--- src/rtl/separable_box_blur_gray_macros.svh ---
`ifndef SEPARABLE_BOX_BLUR_GRAY_MACROS_SVH
`define SEPARABLE_BOX_BLUR_GRAY_MACROS_SVH

// Same-cycle implication on clk, off during reset.
`define SBB_ASSERT_IMP(lbl, ante, cons, msg) \
  lbl: assert property (@(posedge clk) disable iff (rst) (ante) |-> (cons)) \
    else $error(msg);

// Next-cycle implication on clk, off during reset.
`define SBB_ASSERT_NXT(lbl, ante, cons, msg) \
  lbl: assert property (@(posedge clk) disable iff (rst) (ante) |=> (cons)) \
    else $error(msg);

`endif

--- src/rtl/sbb_pkg.sv ---
package sbb_pkg;

  localparam int MAX_WIDTH     = 512;
  localparam int MAX_HEIGHT    = 512;
  localparam int MAX_RADIUS    = 63;
  localparam int STORE_DEPTH   = MAX_WIDTH * MAX_HEIGHT;
  localparam int ADDR_W        = $clog2(STORE_DEPTH);
  localparam int SCRATCH_DEPTH = (MAX_WIDTH > MAX_HEIGHT) ? MAX_WIDTH : MAX_HEIGHT;
  localparam int SCR_AW        = $clog2(SCRATCH_DEPTH);

  localparam int DIM_W     = 10;
  localparam int TOT_W     = 2 * DIM_W;
  localparam int RAD_W     = 6;
  localparam int PIX_W     = 8;
  localparam int OP_W      = 2;
  localparam int KIND_W    = 2;
  localparam int CFG_IDX_W = 2;
  localparam int CFG_DAT_W = 10;
  localparam int PIX_MAX   = 2 ** PIX_W - 1;
  localparam int WIN_W     = $clog2(2 * MAX_RADIUS + 2);
  localparam int SUM_W     = $clog2((2 * MAX_RADIUS + 1) * PIX_MAX + 1);
  localparam int QSTEP_W   = $clog2(PIX_W);

  localparam logic [OP_W-1:0] OP_LOAD = 2'd0;
  localparam logic [OP_W-1:0] OP_RUN  = 2'd1;
  localparam logic [OP_W-1:0] OP_READ = 2'd2;

  localparam logic [KIND_W-1:0] KIND_PIXEL   = 2'd0;
  localparam logic [KIND_W-1:0] KIND_DONE    = 2'd1;
  localparam logic [KIND_W-1:0] KIND_REFUSED = 2'd2;

  localparam logic [CFG_IDX_W-1:0] REG_WIDTH  = 2'd0;
  localparam logic [CFG_IDX_W-1:0] REG_HEIGHT = 2'd1;
  localparam logic [CFG_IDX_W-1:0] REG_RADIUS = 2'd2;

  localparam logic [DIM_W-1:0] WIDTH_RESET  = 10'd480;
  localparam logic [DIM_W-1:0] HEIGHT_RESET = 10'd360;
  localparam logic [RAD_W-1:0] RADIUS_RESET = 6'd1;

  typedef enum logic [3:0] {
    S_IDLE,
    S_RD_WAIT,
    S_RESULT,
    S_LINE_START,
    S_PRIME_RD,
    S_PRIME_ACC,
    S_DIV_GO,
    S_DIV_WAIT,
    S_SLIDE_OLD,
    S_SLIDE_SUB,
    S_SLIDE_ADD,
    S_COPY_RD,
    S_COPY_WR,
    S_LINE_NEXT
  } blur_state_t;

endpackage

--- src/rtl/sbb_div.sv ---
`include "separable_box_blur_gray_macros.svh"

// Restoring divider: one quotient bit per cycle, quotient known to fit PIX_W bits.
module sbb_div import sbb_pkg::*; (
  input  logic             clk,
  input  logic             rst,
  input  logic             start,
  input  logic [SUM_W-1:0] dividend,
  input  logic [WIN_W-1:0] divisor,
  output logic             done,
  output logic [PIX_W-1:0] quotient
);

  logic               busy;
  logic [QSTEP_W-1:0] step;
  logic [SUM_W-1:0]   rem;
  logic [SUM_W-1:0]   dshift;
  logic               fits;

  assign dshift = SUM_W'(divisor) << step;
  assign fits   = rem >= dshift;

  always_ff @(posedge clk) begin
    if (rst) begin
      busy <= 1'b0;
      done <= 1'b0;
      step <= '0;
    end else begin
      done <= busy && (step == '0);
      if (start) begin
        busy <= 1'b1;
        step <= QSTEP_W'(PIX_W - 1);
      end else if (busy) begin
        if (step == '0) begin
          busy <= 1'b0;
        end else begin
          step <= step - 1'b1;
        end
      end
    end
  end

  always_ff @(posedge clk) begin
    if (start) begin
      rem      <= dividend;
      quotient <= '0;
    end else if (busy && fits) begin
      rem            <= rem - dshift;
      quotient[step] <= 1'b1;
    end
  end

  `SBB_ASSERT_IMP(a_start_idle, start, !busy, "divider started while busy")
  `SBB_ASSERT_NXT(a_last_done, busy && (step == '0) && !start, done, "divider missed done")
  `SBB_ASSERT_IMP(a_done_idle, done, !busy, "done raised while still busy")

endmodule

--- config.mk ---
export PLATFORM = sky130hd
export DESIGN_NAME = sbb_div
export DESIGN_NICKNAME = d
export VERILOG_FILES = /design/src/rtl/sbb_pkg.sv /design/src/rtl/sbb_div.sv
export VERILOG_INCLUDE_DIRS = /design/src /design/src/rtl
export SDC_FILE = /design/constraint.sdc
export NUM_CORES = 1
export LEC_CHECK = 0
export ABC_AREA = 1
export BUFFER_PORTS_ARGS = -buffer_cell sky130_fd_sc_hd__buf_4
export CAP_MARGIN = 20
export CORE_ASPECT_RATIO = 0.7
export CORE_MARGIN = 2
export CORE_UTILIZATION = 40
export CTS_BUF_LIST = sky130_fd_sc_hd__clkbuf_4 sky130_fd_sc_hd__clkbuf_8
export CTS_CLUSTER_DIAMETER = 100
export DETAILED_ROUTE_END_ITERATION = 8
export SYNTH_ARGS = -nofsm -noshare
export SYNTH_HDL_FRONTEND = slang
export SYNTH_SLANG_ARGS = --single-unit
--- constraint.sdc ---
create_clock -name clk -period 4.5 [get_ports clk]
set_input_delay 0.45 -clock clk [delete_from_list [all_inputs] [get_ports clk]]
set_output_delay 0.45 -clock clk [all_outputs]
set_load 0.03 [all_outputs]
==> flow_metrics.py, run 1 <==
metrics = {
    "cts": {
        "cts_buffer_depth": 2,
        "cts_num_sinks": 28,
        "hold_buffers_post_cts": 0,
        "root_buffer": "clkbuf_8",
        "clkTransAtPathRegs_ns": 0.11,
        "h-tree-depth": 1,
        "cts_tree": "done",
        "postCtsSetupRepairBufs": 0,
        "cts-resized-gates": 0,
        "cts-buffers-inserted": 3,
        "worst_skew_pair.late_latency_ns": 0.29,
    },
    "cells_and_area": {
        "antenna_cells_inserted": 0,
        "fraction_of_layout_instances_using_a_drive_strength_above_1": 0.199,
        "layout.nets": 410,
        "fin_cells": 442,
        "layout-area-overhead-vs-synth_pct": 14.3,
    },
    "setup_path": {
        "critical-path-top-delay-family": "simple AND/OR/NAND/NOR gates",
        "slowest_delay_ns": 0.57,
        "path_max_fanout": 15,
        "critical_path.slowest_cell": "dfxtp_1",
        "worst-setup-path-type": "reg -> reg",
        "cpMostUsedCell": "nand2_1",
        "cp.required_ns": 4.43,
        "worst_setup_path_end_kind": "flop",
        "timing.critical_path.from": "step[1]$_SDFFE_PP0P_",
        "path_cells": "clkinv_1 > nand2_1 > o21ai_0 > or2_2 > ha_1 > nand2_1 > nor2_1 > nand2_1 > nor2_2 > nor2_2 > nand3_4 > nand2_1 > nand2_1",
        "cp_data_arrival_time_ns": 3.44,
        "ff2ff_path_depth": 13,
        "timing.critical_path.to": "rem[9]$_DFFE_PP_",
        "rr_endpoint": "rem[9]$_DFFE_PP_",
        "r2r_start": "step[1]$_SDFFE_PP0P_",
        "worstPathBufferInverterCount": 1,
        "r2r_setup_slack_ns": 0.99,
        "number_of_cells_on_the_critical_path": 13,
        "critical_path.startpoint_type": "flop",
    },
    "die": {
        "io-pin-count": 34,
        "initial_core_util": 0.415,
        "floorplan.die.width_um": 96.3,
        "design.core.area_sq_um": 5760,
        "fp.dieArea_sq_um": 6610,
        "rows": 23,
        "die_h_um": 68.6,
    },
    "power_and_ir_drop": {
        "power-per-cell-area_nw_per_um2": 421,
        "total_leakage_power_nw": 1.24,
        "power.ir.vdd_worst_uv": 139,
        "pwr-share-clk": 0.182,
        "sw_frac_of_total": 0.429,
        "netSwitchingPower_mw": 0.493,
        "fin_total_pwr_mw": 1.15,
        "cellInternalPower_mw": 0.655,
        "share_seq_of_total_power": 0.308,
        "power.share.combinational": 0.511,
    },
    "grt": {
        "grt_antenna_before_repair": 0,
        "globalRouteOverflowTotal": 0,
        "first_global_vias": 1930,
        "grt_pass1_wl_um": 9630,
        "global_route.usage.total": 0.190,
        "grt_start_max_net_pins": 31,
    },
    "timing": {
        "setup_violations": 0,
        "number_of_max_slew_violations_in_the_final_report": 0,
        "achievable-frequency_mhz": 285,
        "finalWorstPathRequiredPeriod_ns": 3.51,
        "report.final.hold_viol_count": 0,
        "setup-tns-final_ns": 0,
        "period_share": 0.781,
        "fin_worst_skew_ns": 0.00919,
        "grt_setup_unrepaired": "no",
        "max_slew_margin": 0.549,
        "worst_pin_slew_ns": 0.674,
    },
    "placed_design": {
        "placed_cells": 438,
        "place_hpwl_um": 4510,
        "io_buffer_count": 33,
        "globalplace.congestion": 0.906,
    },
    "logic_synthesis": {
        "synth_xor_area_frac": 0.00734,
        "ys_dominant_reg_cell": "edfxtp_1",
        "synth.ff_latch_count": 28,
        "synth_compound_gate_area_share": 0.128,
        "synthTopCellsByCount": "nand2_1, inv_1, nor2_1, o21ai_0",
        "synthesis.yosys.warnings": 0,
        "syn_area_sq_um": 2390,
        "seq_area_frac_synth": 0.298,
        "synth_top_cell_by_area": "edfxtp_1",
        "yosys.area_share.adder": 0.0922,
        "dominant_cells_by_area_after_synthesis": "edfxtp_1, nand2_1, dfxtp_1",
        "yosysMostFrequentCell": "nand2_1",
        "syn-instance-count": 339,
        "main_combinational_cell_family_by_area_after_synthesis": "simple AND/OR/NAND/NOR gates",
        "syn_area_per_cell_sq_um": 7.04,
        "synth.mux.area_fraction": 0,
        "syn-num-nets": 381,
        "synth_edf_count": 15,
        "number_of_unique_standard_cell_types_used_by_synthesis": 39,
        "synth-async-reset-ratio": 0,
        "synth_top_area_frac": 0.189,
        "synth_simple_gate_area_frac": 0.383,
    },
    "route": {
        "drt-wirelength-per-cell_um": 13.1,
        "vias": 2189,
        "dr.pass1.iters": 4,
        "ant_nets": 0,
        "drt-initial-drc-count": 108,
        "routed_wirelength_um": 5810,
        "route.detailed.vias_per_inst": 4.95,
        "post-route-drc-count": 0,
    },
    "outcome": {
        "status": "complete, no violations",
    },
    "flow_run": {
        "maxCapViolCount": 0,
    },
    "worst_hold_path": {
        "holdCritPathClass": "in -> reg",
    },
}
-- final cells by class --
class | instances | area (sq um)
flip-flops and latches | 28 | 711
multi-input cells | 263 | 1460
well taps | 75 | 93.8
fillers | 612 | 3030
clock buffers | 3 | 41.3
inverters | 39 | 146
clock inverters | 1 | 30.0
repair buffers | 33 | 248
-- logic make-up (layout without fill, tap and decap cells) --
logic type | count (synthesis) | in the layout
AND/OR/NAND/NOR | 192 | 192
AO/OA/AOI/OAI | 52 | 52
buffers and inverters | 48 | 76
flip-flops | 28 | 28
adder cells (fa/ha/maj) | 17 | 17
XOR/XNOR | 2 | 2
-- cells in the final DEF (no fill, tap or decap), types with 3 or more instances in the layout --
cell type / netlist / routed
clkbuf_8: 3 / 3
or2_1: 4 / 4
a21oi_2: 9 / 9
nand4_1: 5 / 5
nand3_2: 9 / 9
nand2_1: 114 / 114
ha_1: 16 / 16
buf_4: 0 / 33
nor2_2: 3 / 3
o21ai_0: 21 / 21
nor2_1: 22 / 22
edfxtp_1: 15 / 15
nand2_2: 5 / 5
nand3_1: 16 / 16
inv_1: 37 / 37
a21oi_1: 15 / 15
dfxtp_1: 13 / 13
-- power groups by stage --
stage | clock, mW | combinational, mW | sequential [mW]
final | 0.209 | 0.586 | 0.353
after global routing | 0.225 | 0.669 | 0.360
after CTS | 0.215 | 0.582 | 0.353
after detailed placement | 0 | 0.577 | 0.359
after global placement | 0 | 0.577 | 0.358
after floorplan | 0 | 0.458 | 0.349
-- how the worst min path moves through the flow --
stage                        startpoint                       end  slack [ns]  cells after the start
2_1_floorplan           busy$_SDFF_PP0_      step[2]$_SDFFE_PP0P_        0.51                      2
3_3_place_gp   quotient[1]$_SDFFE_PP0P_  quotient[1]$_SDFFE_PP0P_        0.45                      2
3_5_place_dp   quotient[1]$_SDFFE_PP0P_  quotient[1]$_SDFFE_PP0P_        0.45                      2
4_1_cts                             rst      step[0]$_SDFFE_PP0P_        0.33                      2
5_1_grt                             rst           busy$_SDFF_PP0_        0.33                      2
6_report                            rst      step[2]$_SDFFE_PP0P_        0.34                      2
-- flip-flops by register name, indices dropped and copies added, names as in the netlist --
signal and flops:
quotient 8, rem 15, done 1, busy 1, step 3
-- per-layer routing --
layer / up-vias / track usage / wire [um]
met5: - / 0 / 0
met4: 0 / 0.0229 / 29
met3: 5 / 0.0326 / 253
met2: 46 / 0.262 / 2260
met1: 982 / 0.310 / 3260
li1: 1156 / - / -
-- stage by stage --
| step | setup WS [ns] | hold WS, ns | utilization | area [sq um] |
|---|---|---|---|---|
| after CTS | 0.992 | 0.332 | 0.474 | 2730 |
| after global placement | 1.03 | 0.449 | 0.462 | 2660 |
| after detailed placement | 0.977 | 0.448 | 0.462 | 2660 |
| after floorplan | 1.76 | 0.514 | - | 2390 |
| after global routing | 0.572 | 0.331 | 0.474 | 2730 |
| final | 0.988 | 0.341 | 0.474 | 2730 |
Power figures use the tool's default switching activity.
==> inputs of run 2 (changes only) <==
clock period = 2.9 ns   (was 4.5 ns; I/O delays follow)
==> run 2 against run 1 <==
  * Critical endpoint is now rem[4]$_DFFE_PP_
  * Non-clock buffer count increased by 10
  * Largest power group unchanged
  * Highest routed layer unchanged
  * First-iteration DRC count up 30%
  * Critical path depth is 1 lower
  * Sequential power is 53% higher
  * Global-route usage shrank 0.41 points
  * Hold slack got worse by 0.14 ns
  * Via count is 0.55% lower
  * Sequential share of layout area fell by 0.81 points
  * Die area unchanged
  * Fmax grew 31%
  * Final area rose by 3.4%
  * Clock skew is 0.0041 ns lower
==> flow_metrics.py, run 2 (synthesis gave the netlist of run 1 again) <==
metrics = {
    "setup_path": {
        "cp_data_arrival_time_ns": 2.69,
        "critical_path.startpoint_type": "flop",
        "worst_setup_path_end_kind": "flop",
        "ff2ff_path_depth": 12,
        "cp.required_ns": 2.91,
        "worst-setup-path-type": "reg -> reg",
        "path_max_fanout": 10,
    },
    "route": {
        "routed_wirelength_um": 5860,
        "vias": 2177,
        "drt-initial-drc-count": 140,
        "dr.pass1.iters": 4,
        "drt-wirelength-per-cell_um": 13.0,
        "route.detailed.vias_per_inst": 4.82,
        "post-route-drc-count": 0,
        "ant_nets": 0,
    },
    "cells_and_area": {
        "final_common_cell": "nand2_1",
        "final-seq-area_sq_um": 712,
        "fin_cells": 452,
        "share_of_the_core_filled_with_cells_in_the_final_layout": 0.490,
        "largest_registers": "rem (15), quotient (8), step (3)",
        "layout-area-overhead-vs-synth_pct": 18.1,
        "layout.nets": 420,
        "fraction_of_layout_instances_using_a_drive_strength_above_1": 0.228,
        "multi_input_comb_area_sq_um": 1470,
        "most-common-layout-cells": "nand2_1, buf_4, inv_1",
        "final.fill_count": 602,
        "largest_register_ffs": 15,
        "top_register_by_number_of_flip_flops": "rem",
        "post-route-cell-area_sq_um": 2820,
        "antenna_cells_inserted": 0,
    },
    "cts": {
        "cts_buffer_depth": 2,
        "cts_num_sinks": 28,
        "cts-resized-gates": 0,
        "cts_tree": "done",
        "root_buffer": "clkbuf_8",
        "hold_buffers_post_cts": 0,
        "clkTransAtPathRegs_ns": 0.10,
        "cts-buffers-inserted": 3,
        "h-tree-depth": 1,
        "postCtsSetupRepairBufs": 0,
        "worst_skew_pair.late_latency_ns": 0.28,
    },
    "grt": {
        "grt_antenna_before_repair": 0,
        "globalRouteOverflowTotal": 0,
        "grt_pass1_wl_um": 9290,
        "grt_start_max_net_pins": 31,
        "global_route.usage.total": 0.186,
        "first_global_vias": 1875,
    },
    "timing": {
        "finalWorstPathRequiredPeriod_ns": 2.68,
        "grt_setup_unrepaired": "no",
        "setup-tns-final_ns": 0,
        "number_of_max_slew_violations_in_the_final_report": 0,
        "max_slew_margin": 0.591,
        "worst_pin_slew_ns": 0.613,
        "hold_ws_ns": 0.198,
        "fin_ws_ns": 0.219,
        "report.final.hold_viol_count": 0,
        "achievable-frequency_mhz": 373,
        "setup_violations": 0,
        "fin_worst_skew_ns": 0.00505,
        "period_share": 0.925,
    },
    "power_and_ir_drop": {
        "fin_total_pwr_mw": 1.82,
        "power.ir.vdd_worst_uv": 257,
        "power-per-cell-area_nw_per_um2": 646,
        "total_leakage_power_nw": 1.29,
    },
    "placed_design": {
        "io_buffer_count": 33,
        "globalplace.congestion": 0.879,
        "place_worst_setup_slack_ns": 0.165,
        "placed_cells": 448,
        "place_hpwl_um": 4620,
        "instance_area_at_placement_sq_um": 2730,
    },
    "die": {
        "design.core.area_sq_um": 5760,
        "fp.dieArea_sq_um": 6610,
        "io-pin-count": 34,
        "die_h_um": 68.6,
        "floorplan.die.width_um": 96.3,
        "rows": 23,
        "initial_core_util": 0.415,
    },
    "outcome": {
        "status": "complete, no violations",
    },
    "flow_run": {
        "maxCapViolCount": 0,
    },
    "worst_hold_path": {
        "holdCritPathClass": "in -> reg",
        "timing.hold.worst_path_depth": 2,
    },
}
==> run 2: cell count changes in the layout (fill, tap and decap cells not counted), sizes merged <==
| cell | delta |
|---|---|
| buf | +10 |
==> run 2: metal layers <==
layer  vias to the layer above  track usage  wire length (um)
met2                        36        0.248              2200
met5                         -            0                 0
met3                         4       0.0304               274
li1                       1177            -                 -
met4                         0       0.0264                38
met1                       960        0.309              3350
==> run 2: worst max-delay path, cell delays in order, from the launching register on <==
cell and delay, ns:
dfxtp_1 0.34, buf_4 0.17, o31ai_1 0.37, nand2_1 0.11, ha_1 0.38, nand2_1 0.12
nor3_2 0.24, and2_4 0.21, nand2_4 0.05, nand3_4 0.06, nand2_1 0.05, nand2_1 0.11
buf_4 0.18
==> run 2: final timing paths <==
check,from,endpoint,slack (ns)
hold / removal,rst,step[1]$_SDFFE_PP0P_,0.20
setup / recovery,step[1]$_SDFFE_PP0P_,rem[4]$_DFFE_PP_,0.22
setup reg to reg,step[1]$_SDFFE_PP0P_,rem[4]$_DFFE_PP_,0.22
hold reg to reg,quotient[1]$_SDFFE_PP0P_,quotient[1]$_SDFFE_PP0P_,0.47
==> run 2: area by class of cell <==
cell class / instances / area share
multi-input combinational: 263 / 0.521
clock buffer: 3 / 0.0146
sequential: 28 / 0.252
inverter: 39 / 0.0519
tap: 75 / 0.0333
timing repair buffer: 43 / 0.116
clock inverter: 1 / 0.0106
==> run 2: report_power, final <==
part | internal [mW] | total [mW] | leakage [nW] | switching (mW)
Clock | 0.185 | 0.324 | 0.0357 | 0.139
Sequential | 0.501 | 0.540 | 0.258 | 0.0389
Combinational | 0.361 | 0.959 | 0.998 | 0.598
Total | 1.05 | 1.82 | 1.29 | 0.776
